**config.mk**
```make
export PLATFORM = sky130hd
export DESIGN_NAME = ssaf_sqrt
export DESIGN_NICKNAME = d
export VERILOG_FILES = /design/src/rtl/ssaf_sqrt.sv
export SDC_FILE = /design/constraint.sdc
export NUM_CORES = 2
export LEC_CHECK = 0
export BUFFER_PORTS_ARGS = -buffer_cell sky130_fd_sc_hd__buf_2
export CAP_MARGIN = 20
export CORE_UTILIZATION = 48
export CTS_BUF_LIST = sky130_fd_sc_hd__clkbuf_2
export CTS_CLUSTER_DIAMETER = 120
export DETAILED_ROUTE_END_ITERATION = 16
export PLACE_DENSITY = 0.71
export SYNTH_ARGS = -nofsm -noshare
export SYNTH_HDL_FRONTEND = slang
export SYNTH_SLANG_ARGS = --single-unit
export TNS_END_PERCENT = 30
```
**constraint.sdc**
```tcl
create_clock -name clk -period 8.5 [get_ports clk]
set_clock_uncertainty 0.15 [all_clocks]
set_input_delay 0 -clock clk [delete_from_list [all_inputs] [get_ports clk]]
set_output_delay 0 -clock clk [all_outputs]
set_load 0.01 [all_outputs]
```
**src/rtl/ssaf_sqrt.sv**
```systemverilog
// ----------------------------------------------------------------------------
// ssaf_sqrt
// Pipelined integer square root, two result bits per stage, payload travels.
// ----------------------------------------------------------------------------
module ssaf_sqrt #(
  parameter int PW = 8
) (
  input  logic          clk,
  input  logic          rst,
  input  logic          in_valid,
  input  logic [63:0]   in_x,
  input  logic [PW-1:0] in_pay,
  output logic          out_valid,
  output logic [31:0]   out_root,
  output logic [PW-1:0] out_pay
);
  localparam int NS = 16;

  logic [NS:0]   vld;
  logic [63:0]   rem [NS+1];
  logic [63:0]   res [NS+1];
  logic [PW-1:0] pay [NS+1];

  always_comb begin
    vld[0] = in_valid;
    rem[0] = in_x;
    res[0] = '0;
    pay[0] = in_pay;
  end

  for (genvar g = 0; g < NS; g++) begin : g_st
    logic [63:0] bitv, rem_n, res_n;
    always_comb begin
      rem_n = rem[g];
      res_n = res[g];
      bitv  = '0;
      for (int k = 0; k < 2; k++) begin
        bitv = 64'd1 << (62 - 4 * g - 2 * k);
        if (rem_n >= res_n + bitv) begin
          rem_n = rem_n - (res_n + bitv);
          res_n = (res_n >> 1) + bitv;
        end else begin
          res_n = res_n >> 1;
        end
      end
    end
    always_ff @(posedge clk) begin
      if (rst) vld[g+1] <= 1'b0;
      else vld[g+1] <= vld[g];
      rem[g+1] <= rem_n;
      res[g+1] <= res_n;
      pay[g+1] <= pay[g];
    end
  end

  assign out_valid = vld[NS];
  assign out_root  = res[NS][31:0];
  assign out_pay   = pay[NS];
endmodule

```
Word-level counts from Yosys, hierarchy flattened
Index checks and enable logic that the tools add are counted.

Register bits after elaboration: 2096. Input port bits: 75. Output and inout bits: 41.

Muxes and demuxes: 63. $lt $le $gt $ge: 32. Add/sub/neg operators: 93.

Operator list (number): $mux 64 (46); $ge 64x64->1 (31); $sub 64x64->64 (30); $mux 63 (16); $add 63x11->64 const B (1); $add 63x13->64 const B (1); $add 63x15->64 const B (1); $add 63x17->64 const B (1); $add 63x19->64 const B (1); $add 63x21->64 const B (1); $add 63x23->64 const B (1); $add 63x25->64 const B (1); $add 63x27->64 const B (1); $add 63x29->64 const B (1); $add 63x3->64 const B (1); $add 63x31->64 const B (1); $add 63x33->64 const B (1); $add 63x35->64 const B (1); $add 63x37->64 const B (1); $add 63x39->64 const B (1); $add 63x41->64 const B (1); $add 63x43->64 const B (1); $add 63x45->64 const B (1); $add 63x47->64 const B (1); other kinds (45) (45).

Longest topological paths before layout
Depth after elaboration: 6. Gate-level depth with buffers: 33. Mapped depth without buffers: 29.

Least setup slack after synthesis
No wires, ideal clock.

Path type: register to register. From: reg res[229] (netlist bit). To: reg rem[141] (netlist bit). Arrival: 6006 ps. Buffers on the path: 6. Period minus slack after synthesis: 6289 ps. Stages on the path, launching flop included: 33. Path slack: 2211 ps. Cells stage by stage: dfxtp_1 inv_1 ha_1 clkbuf_1 nand2_1 nor4b_1 nand4_1 nand3_1 nor2_1 nand2_1 buf_2 inv_1 clkbuf_1 nand2_1 o31ai_1 ha_1 a21oi_1 o21ai_0 a21o_1 a21o_1 a21o_1 a21oi_1 o21ai_0 a221o_1 a211o_1 nor4_1 and3_1 buf_2 inv_1 clkbuf_1 clkbuf_1 nor2_1 a21oi_1.

Cells in the longest elaborated chain, start to end: 6. Elaborated cells between the ends (all ways): 10. Those cells by class: 5 x add/sub; 2 x order compare; 3 x mux.

RTL lines: from (decl) (RTL line 21) `logic [63:0] res [NS+1];`; from (signal, indexed assignment) (RTL line 51) `res[g+1] <= res_n;`; $add 64x11->64 (RTL line 39, 40); $ge 64x64->1 (RTL line 39) `if (rem_n >= res_n + bitv) begin`; $mux 64 (RTL line 39); $add 64x9->64 (RTL line 39, 40); $sub 64x64->64 or $ge 64x64->1 (tied branches) (RTL line 40, 39); $mux 64 (*) (RTL line 39); net g_st[13].rem_n[13] (RTL line 32) `logic [63:0] bitv, rem_n, res_n;`; to (signal, indexed assignment) (RTL line 50) `rem[g+1] <= rem_n;`; to (decl) (RTL line 20) `logic [63:0] rem [NS+1];`.

Mark *: on every way through the listed nets, which the timed path passes. The rest lies on a longest branch. A chain may end at the register's enable or synchronous reset.

Worst setup path after layout
From: reg rem[252] (netlist bit). To: reg rem[189] (netlist bit).

Cells in the longest elaborated chain, start to end: 5. Elaborated cells between the ends (all ways): 8. Those cells by class: 3 x add/sub; 2 x order compare; 3 x mux.

RTL lines (RTL line): $ge 64x64->1 (39); $mux 64 (39); $add 64x9->64 (39, 40); $sub 64x64->64 or $ge 64x64->1 (tied branches) (40, 39); $mux 64 (*) (39); net g_st[13].rem_n[61] (32).

Marked as above.

==> results.md <==
* Status: finished, final reports clean
* Yosys reg bits at 1376
* Synth unique cells at 110
* Post-synth EDFFs at 0
* Die ar. at 0.154 mm^2
* Most common cell after layout, fill and taps aside: dfxtp_1
* Async SR Flop Fraction at 0%
* Drt via density at 5.82
* Peak supply drop at 0.310 mV
* Syn_area_per_cell at 8.63 um^2
* Worst Path Arrival at 9.27 ns
* Post-route ant nets at 0
* Die height at 392 um
* CTS Buf Count at 353
* Cell Area, Synth at 0.0731 mm^2
* Clock Sinks at 1376
* Post-DP HPWL at 163000 um
* Crit. End Element: register
* Ys Warns at 0
* Slew HR at 25.2%
* TritonRoute pass-1 iters at 7
* Max cap viols at 0
* CP Data Required Time at 9.78 ns
* Antenna violations before repair at 28
* Fin crit period at 7.99 ns
* Drt initial violations at 5343
* Synth area leader: dfxtp_1
* Crit path max-delay family: simple AND/OR/NAND/NOR gates
* Clock-pin slew on the worst setup and hold paths at 0.13 ns
* H-tree depth at 5
* Top-area cell type share of the netlist area at 37.7%
* Final setup viols at 0
* Ranking of synthesized cells by area: dfxtp_1 (38%), ha_1 (9.8%), xnor2_1 (5.9%)
* Maximum fanout along the worst path at 48
* Pin count of the biggest net entering global routing at 49
* Vias at 66100
* # DRC at 0
* WHS at 0.0950 ns
* Worst Tran Pin Value at 1.11 ns
* WL final at 230000 um
* Final period util at 94.0%
* Worst Hold Class: reg2reg
* Io pins at 116
* Gr ovfl total at 0
* Worst path max stage delay at 0.61 ns
* Layout Cells excl Fill at 11400
* Slowest-stage cell, CP: nor4_1
* Average wire per standard cell at 20.2 um
* Nets at 9726
* Most frequent cells in the layout: dfxtp_1 (1376), nor2_1 (743), a21oi_1 (671)
* Register area share after synthesis at 37.7%
* Synthesized instance count at 8477
* Clock latency on the worst-skew pair at 1.69 ns
* Post-synth top flop: dfxtp_1
* Buf+Inv Stages, Crit Path at 4
* Syn_nets at 9125
* Rows at 142
* RSZ-0062 raised after global routing: false
* Startpoint types: register
* Max Freq at 125 MHz
* Die width at 392 um
* Vias in the first global route at 64400
* Port bufs at 115
* Hold Fails Final Rpt at 0
* Share of cells above drive strength 1 at 9.37%
* Gp weighted congestion at 0.961
* Layout Area Growth over Synthesis at 12.0%
* Pleak at 37.4 nW
* First-pass GRT wire length at 356000 um
* Setup CP Type: reg2reg
* Slew Limit Fails at 0
* Starting Density at 48.6%
* Setup TNS at 0 ns
* # placed instances at 10400
* Root Driver: clkbuf_2
* CTS tree: yes
* GRT Util Overall at 29.3%
* Post-route total power at 25.6 mW
* Core ar. at 0.150 mm^2
* Clock buffer depth at 4
* PwrDens at 313 mW/mm^2
## power breakdown
group / switching (mW) / internal [mW] / leakage (nW)
sequential: 1.39 / 7.84 / 11.5
combinational: 6.97 / 4.84 / 23.5
clock: 2.83 / 1.79 / 2.37
total: 11.2 / 14.5 / 37.4
## registers in the layout, summed over array words and instances, names as in the netlist
signal / count
out_valid: 1
out_pay: 8
out_root: 32
vld: 15
pay: 120
rem: 960
res: 240
## through the flow
| step | cell area, um^2 | worst slack (ns) | util, % |
|---|---|---|---|
| after floorplan | 73100 | 2.21 | - |
| after global placement | 75700 | 1.13 | 50.3 |
| after detailed placement | 75700 | 0.931 | 50.3 |
| after CTS | 81800 | 0.804 | 54.4 |
| after global routing | 81800 | 0.118 | 54.4 |
| final | 81900 | 0.509 | 54.4 |
## worst register-to-register path, cell delays in order, from the launching register on
cell and delay [ns]:
dfxtp_1 0.38, nor4_1 0.44, nand3b_1 0.16, nor3_1 0.58
nand3_1 0.35, nor2_1 0.49, nand2_1 0.14, inv_1 0.49
o21ai_0 0.27, ha_1 0.44, a21oi_1 0.18, o21ai_0 0.13
a21o_1 0.21, a21o_1 0.17, a21o_1 0.17, a21oi_1 0.20
o21ai_0 0.13, a221o_1 0.36, a211o_1 0.26, nor4_1 0.61
and3_1 0.28, buf_4 0.23, inv_1 0.06, buf_4 0.28
nand3_1 0.33, nor4_1 0.11, xor2_1 0.15
## final timing paths
check | from | endpoint | cells past startpoint | slack (ns)
min reg2reg | res[350] | res[284] | 0 | 0.09
min | res[350] | res[284] | 0 | 0.09
max | rem[252] | rem[189] | 26 | 0.51
max reg2reg | rem[252] | rem[189] | 26 | 0.51
## cell usage after synthesis, types with 24 or more instances
cell type,n
mux2_2,51
xor2_1,316
nor4_1,220
nand3b_1,26
nand2b_1,97
nor3b_1,24
nor2b_1,95
a2111oi_0,26
o21a_1,90
and4_1,32
nand2_1,661
o21ai_0,366
nand3_1,187
and3_1,71
nand4_1,181
a21boi_0,28
o31ai_1,71
a211oi_1,58
inv_1,502
ha_1,573
nor3_1,210
and2_1,56
o211ai_1,42
a31oi_1,74
o21bai_1,69
buf_1,29
xnor2_1,495
or2_2,46
or4_1,53
clkbuf_1,147
dfxtp_1,1376
or3_1,79
a21o_1,266
nor2_1,743
a21oi_1,671
## cell type report
| cell class | instances | area, um^2 |
|---|---|---|
| antenna | 22 | 55.1 |
| clock buffer | 487 | 2440 |
| clock inverter | 109 | 661 |
| fill | 13800 | 68600 |
| inverter | 513 | 1930 |
| multi-input combinational | 6375 | 42800 |
| sequential | 1376 | 27500 |
| tap | 2016 | 2520 |
| timing repair buffer | 459 | 3920 |
## what timing repair did
item	4_1_cts	5_1_grt
buffers inserted	0	0
hold endpoints to repair	90	0
setup endpoints to repair	0	2
hold buffers	303	0
gates resized for setup	0	1
## kinds of logic (layout without fill, tap and decap cells)
group / count (synthesis) / count (layout) / synth area share [%]
other: 0 / 22 / 0
xor gates and xnor gates: 811 / 811 / 9.71
AOI/OAI and AO/OA: 2021 / 2021 / 17.7
DFF: 1376 / 1376 / 37.7
and+or+nand+nor: 2888 / 2888 / 20.0
muxes: 82 / 82 / 1.24
buffers and inverters: 726 / 1568 / 3.85
adders and majority gates: 573 / 573 / 9.80
## metal layers
metal / wire [um] / vias to the layer above / part of all wire [%] / track usage [%]
li1: - / 31700 / - / -
met4: 10800 / 4 / 4.7 / 14.1
met3: 15700 / 721 / 6.8 / 6.69
met2: 107000 / 2658 / 47 / 48.5
met1: 96200 / 31000 / 42 / 35.8
met5: 27 / - / 0.012 / 0.606
(Power assumes the default switching activity.)
